===== src/design/mrwq_pkg.sv =====
// types and codes shared by the multi ring work queue modules
package mrwq_pkg;

   localparam logic [1:0] OP_ENQUEUE = 2'd0;
   localparam logic [1:0] OP_DEQUEUE = 2'd1;
   localparam logic [1:0] OP_CLEAR   = 2'd2;
   localparam logic [1:0] OP_QUERY   = 2'd3;

   localparam logic [1:0] KIND_RX  = 2'd0;
   localparam logic [1:0] KIND_TX  = 2'd1;
   localparam logic [1:0] KIND_ERR = 2'd2;

   localparam logic [1:0] STATUS_OK       = 2'd0;
   localparam logic [1:0] STATUS_INACTIVE = 2'd1;
   localparam logic [1:0] STATUS_FULL     = 2'd2;
   localparam logic [1:0] STATUS_EMPTY    = 2'd3;

   localparam logic [1:0] HEALTH_OK       = 2'd0;
   localparam logic [1:0] HEALTH_INACTIVE = 2'd1;
   localparam logic [1:0] HEALTH_OVERRUN  = 2'd2;
   localparam logic [1:0] HEALTH_FULL     = 2'd3;

   localparam logic [1:0] SEL_ENQUEUED = 2'd0;
   localparam logic [1:0] SEL_DEQUEUED = 2'd1;
   localparam logic [1:0] SEL_OVERRUN  = 2'd2;
   localparam logic [1:0] SEL_SPURIOUS = 2'd3;

   typedef struct packed {
      logic [1:0]  op;
      logic [1:0]  device;
      logic [1:0]  work_kind;
      logic [15:0] data_short;
      logic [31:0] data_long;
      logic [31:0] buffer_ref;
      logic [1:0]  stat_select;
   } req_type;

   typedef struct packed {
      logic [1:0]  status;
      logic [1:0]  out_kind;
      logic [15:0] out_short;
      logic [31:0] out_long;
      logic [31:0] out_ref;
      logic        pending_flag;
      logic        any_pending;
      logic [4:0]  fill_count;
      logic [6:0]  utilization;
      logic [1:0]  health;
      logic [31:0] stat_value;
   } rsp_type;

   // one ring slot
   typedef struct packed {
      logic [1:0]  kind;
      logic [15:0] short_data;
      logic [31:0] long_data;
      logic [31:0] buf_handle;
   } item_type;

   // per-device wrapping counters
   typedef struct packed {
      logic [31:0] enq;
      logic [31:0] deq;
      logic [31:0] ovr;
      logic [31:0] spur;
   } stat_set_type;

   // memory read issued at the accepting edge
   typedef struct packed {
      logic       en;
      logic [1:0] device;
   } rd_cmd_type;

   // transaction held for the execute cycle
   typedef struct packed {
      logic       commit;
      logic       active;
      logic [1:0] op;
      logic [1:0] device;
      logic [2:0] limit;
      item_type   item;
   } exec_type;

   // ring view of the addressed device: full and empty before the step, pending flags after it
   typedef struct packed {
      logic full;
      logic empty;
      logic pending;
      logic any_pending;
   } ring_status_type;

endpackage


===== src/design/mrwq_stats.sv =====
// per-device statistics counters held in a small memory with valid bits
module mrwq_stats #(
   parameter int QUEUES = 4
) (
   input  logic                      clock,
   input  logic                      reset,
   input  mrwq_pkg::rd_cmd_type      rd_cmd,
   input  mrwq_pkg::exec_type        ex,
   input  mrwq_pkg::ring_status_type ring_st,
   output mrwq_pkg::stat_set_type    stats
);

   localparam int DW = (QUEUES > 1) ? $clog2(QUEUES) : 1;

   mrwq_pkg::stat_set_type cnt_mem [QUEUES];
   mrwq_pkg::stat_set_type rd_q_ff;
   mrwq_pkg::stat_set_type cur;
   mrwq_pkg::stat_set_type nxt;

   logic [QUEUES-1:0] vld_ff;
   logic [QUEUES-1:0] vld_in;
   logic              rd_vld_ff;
   logic              cnt_we;
   logic [DW-1:0]     ex_dev;
   logic [DW-1:0]     rq_dev;

   always_comb begin
      ex_dev = DW'(ex.device);
      rq_dev = DW'(rd_cmd.device);
      // an entry never written since reset reads as zero
      cur    = rd_vld_ff ? rd_q_ff : '0;
      nxt    = cur;
      if (ex.active) begin
         case (ex.op)
            mrwq_pkg::OP_ENQUEUE: begin
               if (ring_st.full) begin
                  nxt.ovr = cur.ovr + 32'd1;
               end else begin
                  nxt.enq = cur.enq + 32'd1;
               end
            end
            mrwq_pkg::OP_DEQUEUE: begin
               if (ring_st.empty) begin
                  nxt.spur = cur.spur + 32'd1;
               end else begin
                  nxt.deq = cur.deq + 32'd1;
               end
            end
            mrwq_pkg::OP_CLEAR: begin
               nxt = '0;
            end
            default: begin
            end
         endcase
      end
      cnt_we = ex.commit && ex.active;
      vld_in = vld_ff;
      if (cnt_we) begin
         vld_in[ex_dev] = 1'b1;
      end
   end

   always_ff @(posedge clock) begin
      if (reset) begin
         vld_ff    <= '0;
         rd_vld_ff <= 1'b0;
      end else begin
         vld_ff <= vld_in;
         if (rd_cmd.en) begin
            rd_vld_ff <= vld_ff[rq_dev];
         end
      end
   end

   always_ff @(posedge clock) begin
      if (cnt_we) begin
         cnt_mem[ex_dev] <= nxt;
      end
      if (rd_cmd.en) begin
         rd_q_ff <= cnt_mem[rq_dev];
      end
   end

   assign stats = nxt;

endmodule


===== config.mk =====
export PLATFORM = sky130hd
export DESIGN_NAME = mrwq_stats
export DESIGN_NICKNAME = d
export VERILOG_FILES = /design/src/design/mrwq_pkg.sv /design/src/design/mrwq_stats.sv
export SDC_FILE = /design/constraint.sdc
export NUM_CORES = 1
export LEC_CHECK = 0
export BUFFER_PORTS_ARGS = -buffer_cell sky130_fd_sc_hd__clkbuf_2
export CAP_MARGIN = 20
export CORE_AREA = 2 2 234 236
export CTS_CLUSTER_SIZE = 25
export DETAILED_ROUTE_END_ITERATION = 7
export DIE_AREA = 0 0 236 238
export MAX_ROUTING_LAYER = met4
export PLACE_DENSITY = 0.77
export SYNTH_ARGS = -nofsm -noshare
export SYNTH_HDL_FRONTEND = slang
export SYNTH_SLANG_ARGS = --single-unit

===== constraint.sdc =====
create_clock -name clock -period 14.25 [get_ports clock]
set_clock_uncertainty 0.15 [all_clocks]
set_input_delay 1.425 -clock clock [delete_from_list [all_inputs] [get_ports clock]]
set_output_delay 1.425 -clock clock [all_outputs]
set_load 0.02 [all_outputs]

==> results of run 1 <==
[layout make-up]
type                       count  area [µm²]  share of cell area, %
clock inverter                33         263                  0.873
multi-input combinational    791        6810                   22.6
tap                          696         871                   2.89
sequential                   645       19300                   64.2
clock buffer                  83        1820                   6.05
antenna                        3        7.51                 0.0249
inverter                      21        78.8                  0.262
timing repair buffer         163         925                   3.07
[sequential cells by signal, summed over array words and instances (netlist names)]
| signal | cells |
|---|---|
| rd_vld_ff | 1 |
| rd_q_ff | 128 |
| cnt_mem | 512 |
| vld_ff | 4 |
[kinds of logic (layout without fill, tap and decap cells)]
logic type | count (synthesis) | count (layout) | share of synthesized area (%)
AND/OR/NAND/NOR | 446 | 446 | 8.69
adder cells (fa/ha/maj) | 7 | 7 | 0.330
AO/OA/AOI/OAI | 138 | 138 | 3.10
buffers and inverters | 91 | 300 | 1.60
XOR/XNOR | 55 | 55 | 1.82
other | 0 | 3 | 0
multiplexers | 145 | 145 | 11.6
flip-flops | 645 | 645 | 72.9
[layer usage]
metal	global-route usage (%)	up-vias	share of wire, %
met5	-	-	0
met4	7.49	0	3.1
met3	4.72	132	7.6
met2	34.0	614	49
met1	26.2	7563	40
li1	-	6452	-
[stage by stage]
step	utilization [%]	std cells
after floorplan	-	1527
after global placement	52.3	2314
after detailed placement	52.4	2315
after CTS	56.2	2431
after global routing	56.3	2435
final	56.3	2435
[critical path: stages]
cell and delay [ps]:
clkbuf_2 100, inv_1 60, ha_1 330, nand3b_1 320
nor4_4 640, nand3_2 290, or4_1 470, a21oi_1 380
clkbuf_2 270
[worst max path at each step]
| stage | endpoint | from | cells past startpoint |
|---|---|---|---|
| finish | stats[95] | ex[88] | 9 |
| global route | stats[90] | ex[88] | 9 |
| detailed placement | stats[95] | ex[88] | 9 |
| global placement | stats[95] | ex[87] | 9 |
| floorplan | cnt_mem[0][0]$_DFFE_PP_ | ex[89] | 4 |
| CTS | stats[95] | ex[88] | 9 |
[power by group through the flow]
stage	combinational, mW	clock [mW]	sequential, mW
2_1_floorplan	0.109	0	2.19
3_3_place_gp	0.156	0	2.19
3_5_place_dp	0.160	0	2.19
4_1_cts	0.161	1.71	2.15
5_1_grt	0.171	1.78	2.16
6_report	0.158	1.68	2.15
[cells in the mapped netlist, drive strengths merged, types with 5 or more instances]
| cell type | count |
|---|---|
| a21oi | 47 |
| a31oi | 7 |
| and2 | 14 |
| and3 | 21 |
| buf | 28 |
| clkbuf | 42 |
| dfxtp | 5 |
| edfxtp | 640 |
| ha | 7 |
| inv | 21 |
| mux2 | 8 |
| mux2i | 8 |
| mux4 | 129 |
| nand2 | 109 |
| nand3 | 59 |
| nand4 | 56 |
| nor2 | 102 |
| nor2b | 6 |
| nor3 | 23 |
| nor4 | 17 |
| o211ai | 5 |
| o21ai | 40 |
| o22ai | 10 |
| or3 | 13 |
| or4 | 5 |
| xnor2 | 21 |
| xor2 | 34 |
==> results.md, run 1 <==
* Clk root buf: clkbuf_16
* CTS tree: yes
* Vias per std cell at around 6.1
* Initial antenna violation count at 3
* Number of fill cells at about 4000
* Internal cell power at about 3.2 mW
* Synth cell types at between 60 and 70
* Width of the die at 236 µm
* Die height at about 240 µm
* Clk sinks at approximately 650
* Status: finished, final reports clean
* Syn. warnings at 0
* TritonCTS buffer count at 68
* R2r setup slk at 10600 ps
* Drc violations at 0
* Area grow syn2layout at 13.6%
* Vias at approximately 15000
* Worst EP required at 12680 ps
* Syn Nets at between 1500 and 2000
* Capture point of the worst reg-to-reg path: cnt_mem[0][90]$_DFFE_PP_
* Core Box Area at between 0.05 and 0.06 mm²
* FF-to-FF Start: rd_vld_ff$_SDFFE_PP0P_
* Total grt overflow at 0
* Leakage at roughly 10 nW
* Switch share at about a fifth
* Switching pwr at ~0.82 mW
* WS Path Type: in -> out
* Crit Path Max Fanout at 8
* Min-Delay Path Class: reg -> reg
* Placed cell area at ~0.028 mm²
* Skew-Pair Late Insertion Delay at ~590 ps
* Mean post-synth cell area at ~17 µm²
* Worst-Margin Slew at just over 1000 ps
* Design Area, Final at approximately 0.03 mm²
* Rows at 85
* Max-slew violation count at 0
* Largest net degree at the start of global routing at 130
* Worst hold margin at between 300 and 400 ps
* Share of the synthesized area in the top cell type at 72.5%
* Final setup vio count at 0
* Synth Register Bits at roughly 650
* Most frequent cells in the layout: edfxtp_1, clkbuf_2, mux4_2
* Max Cap Violations at 0
* Worst Min Path Start: vld_ff[3]$_SDFFE_PP0P_
* Synth area leaders: edfxtp_1, mux4_2, nand2_1
* Pwr Total at between 3 and 4 mW
* Peak supply drop at 105 µV
* H-tree levels at 3
* Routed len/inst at about 23 µm
* First-pass GRT wire length at between 80 and 90 mm
* Fraction of layout cells with a size suffix above 1 at approximately a quarter
* Main synth FF type: edfxtp_1
* Register-to-Register Path Depth at 8
* Min setup slack post-route at about 8400 ps
* CP arrival at 4280 ps
* Gate power share at 4.0%
* Die area at approximately 0.056 mm²
* Period utilisation layout at between 40% and 50%
* Initial Util at between 40% and 50%
* Final Hold Violating Endpoints at 0
* DR pass1 iterations at 5
* CTS Buffer Depth at 3
* Period minus WS final at roughly 6000 ps
* Synth area leader: edfxtp_1
* Dpl hpwl at 32.1 mm
* Commonest non-fill, non-tap cell in the layout: edfxtp_1
* Hold Path Stages at 1
* Hold_buf cts at 0
* Sequential share of the synthesized area at approximately 73%
* Antenna-violating nets left at 0
* Initial drt markers at 1666
* CTS clk-pin slew, worst paths at approximately 60 ps
* Worst setup EP type: primary output
* Setup TNS at 0 ps
* Post-synth EDFFs at 640
* Setup bufs post-CTS at 0
* GRT Total Usage at a little over a fifth
* Clock power share at between 40% and 50%
* Slew margin rel. at between 30 and 40%
* Worst hold endpoint: vld_ff[3]$_SDFFE_PP0P_
* RePlAce Congestion at 0.840
* Post-place setup slack at 8410 ps
* Crit start category: input pin
* Seq pwr share at between 50% and 60%
* Mapped cell area at ~0.027 mm²
* FMAX at between 150 and 200 MHz
* Synth async-reset ratio at 0%
* IO Count at 228
* Drt total wl at about 57 mm
* Final-stage net count at 1797
* PwrDens at ~130 mW/mm²
* RSZ-0062 raised after global routing: false
* CTS resizes at 0
* PortBufs at 140
* Cells after Synth at about 1500
* Vias in the first global route at around 15000
No activity file was read; power rests on OpenSTA's default activity.
==> run 2, diff against run 1 <==
PLACE_DENSITY = 0.8   (was 0.77)
clock period = 5.3 ns   (was 14.25 ns; I/O delays follow)
==> run 2 against run 1 <==
Effect of this change:
- total power rose to 2.7 times the previous value
- largest cell class unchanged
- highest routed layer unchanged
- clock power rose to 2.8 times the previous value
- sequential cell count did not move
- core utilization rose by 0.41 points
- register-to-register slack got worse by 8800 ps
- setup slack got worse by 7700 ps
- combinational power rose to 2.7 times the previous value
- routed wire length fell by 0.90%
- final cell count rose by 0.33%
==> results.md, run 2 (synthesis results as in run 1) <==
* Width of the die at 236 µm (unchanged)
* Hold_buf cts at 1 (was 0)
* CTS resizes at 0 (unchanged)
* Fraction of layout cells with a size suffix above 1 at 24.2% (was 24.1%)
* Vias in the first global route at 15177 (was 15187)
* CTS tree: yes (unchanged)
* Leakage at 10.1 nW (was 10.0 nW)
* Most frequent cells in the layout: edfxtp_1, clkbuf_2, mux4_2 (unchanged)
* Die area at 0.0562 mm² (unchanged)
* Peak supply drop at 289 µV (was 105 µV)
* Worst setup EP type: primary output (unchanged)
* RSZ-0062 raised after global routing: false (unchanged)
* First-pass GRT wire length at 86.3 mm (was 86.8 mm)
* Biggest regs: cnt_mem x512, rd_q_ff x128, vld_ff x4 (unchanged)
* Slew margin rel. at 31.5% (was 30.9%)
* Fin util at 56.7% (was 56.3%)
* Final Hold Violating Endpoints at 0 (unchanged)
* Initial antenna violation count at 1 (was 3)
* CP cell instances: nand4_2 -> nor3_1 -> and3_1 -> and3_1 -> mux2i_1 -> clkbuf_2 (was clkbuf_2 -> inv_1 -> ha_1 -> nand3b_1 -> nor4_4 -> nand3_2 -> or4_1 -> a21oi_1 -> clkbuf_2)
* PwrDens at 361 mW/mm² (was 133 mW/mm²)
* Clk sinks at 645 (unchanged)
* Min-Delay Path Class: in -> reg (was reg -> reg)
* Clk root buf: clkbuf_16 (unchanged)
* Drc violations at 0 (unchanged)
* Die height at 238 µm (unchanged)
* Period minus WS final at roughly 4600 ps
* Final-stage net count at 1802 (was 1797)
* H-tree levels at 3 (unchanged)
* Largest Register: cnt_mem (unchanged)
* CP arrival at 3920 ps (was 4280 ps)
* Initial Util at 49.6% (unchanged)
* Kind of cell adding the most delay to the critical path: simple AND/OR/NAND/NOR gates (unchanged)
* Worst-Margin Slew at 1030 ps (about the same)
* Crit path top cell by count: and3_1 (was clkbuf_2)
* DR pass1 iterations at 5 (unchanged)
* Max-slew violation count at 0 (unchanged)
* WS Path Type: reg -> out (was in -> out)
* PortBufs at 140 (unchanged)
* Worst EP required at 4620 ps (was 12680 ps)
* Core Box Area at 0.0535 mm² (unchanged)
* Grt met2 use at 34.3% (was 34.0%)
* Final setup vio count at 0 (unchanged)
* CTS Buffer Depth at 3 (unchanged)
* Worst hold margin at 321 ps (was 340 ps)
* Setup bufs post-CTS at 0 (unchanged)
* Dpl hpwl at 31.9 mm (was 32.1 mm)
* Vias at 14712 (was 14761)
* Total grt overflow at 0 (unchanged)
* Commonest non-fill, non-tap cell in the layout: edfxtp_1 (unchanged)
* Setup TNS at 0 ps (unchanged)
* M3 GR Usage at 4.38% (was 4.72%)
* Antenna-violating nets left at 0 (unchanged)
* Largest net degree at the start of global routing at 130 (unchanged)
* Crit start category: flop (was input pin)
* Vias per std cell at 6.02 (was 6.06)
* TritonCTS buffer count at 69 (was 68)
* Max stage delay on crit path at 870 ps (was 640 ps)
* CTS clk-pin slew, worst paths at 60 ps (about the same)
* Max Cap Violations at 0 (unchanged)
* Max reg flops at 512 (unchanged)
* IO Count at 228 (unchanged)
* Area grow syn2layout at 14.4% (was 13.6%)
* FMAX at around 220 MHz
* Period utilisation layout at between 80% and 90%
* Initial drt markers at 1677 (was 1666)
* GRT Total Usage at 20.7% (was 21.0%)
* Rows at 85 (unchanged)
* Routed len/inst at 23.0 µm (was 23.2 µm)
* Skew-Pair Late Insertion Delay at 590 ps (about the same)
* Crit Path Max Fanout at 62 (was 8)
* Status: finished, final reports clean (unchanged)
* Drt total wl at 56.1 mm (was 56.6 mm)
* GR peak layer: met2 (unchanged)
* Slowest stage cell, crit path: dfxtp_4 (was nor4_4)
* M1 GR Usage at 25.8% (was 26.2%)
* WP buf/inv at 1 (was 3)
* RePlAce Congestion at 0.879 (was 0.840)
## run 2: worst register-to-register path: cells and delay by family (launching register included)
kind / cells / cell delay [ps]
and+or+nand+nor: 4 / 1740
DFF: 1 / 870
muxes: 1 / 450
## run 2: report_power, final
part	internal [mW]	switching, mW
combinational	0.163	0.262
clock	2.85	1.87
sequential	5.72	0.0788
total	8.73	2.21
## run 2: through the flow
| step | setup WS [ps] | cells | cell area (µm²) | total power, mW |
|---|---|---|---|---|
| 2_1_floorplan | -2010 | 1527 | 26500 | 6.18 |
| 6_report | 704 | 2443 | 30300 | 10.9 |
| 4_1_cts | 743 | 2442 | 30300 | 11.0 |
| 3_3_place_gp | 1320 | 2319 | 28100 | 6.31 |
| 3_5_place_dp | 1200 | 2319 | 28100 | 6.33 |
| 5_1_grt | 437 | 2443 | 30300 | 11.3 |
## run 2: layer usage
layer	vias to the layer above	share of wire [%]
li1	6455	-
met1	7562	40
met2	586	51
met3	109	6.7
met4	0	2.6
met5	-	0
## run 2: area by class of cell
cell class	count	area [µm²]
Antenna cell	1	2.50
Clock buffer	87	1850
Clock inverter	35	365
Fill cell	3947	23200
Inverter	21	78.8
Multi-Input combinational cell	791	6830
Sequential cell	645	19300
Tap cell	696	871
Timing Repair Buffer	167	1010
## run 2: worst paths after layout
kind         slack, ps                       end  cells after the start                   start
max                700                 stats[53]                      6  rd_vld_ff$_SDFFE_PP0P_
min                320    rd_q_ff[101]$_DFFE_PP_                      1               rd_cmd[2]
min reg2reg        330    vld_ff[2]$_SDFFE_PP0P_                      2  vld_ff[2]$_SDFFE_PP0P_
max reg2reg       1810  cnt_mem[1][53]$_DFFE_PP_                      5  rd_vld_ff$_SDFFE_PP0P_
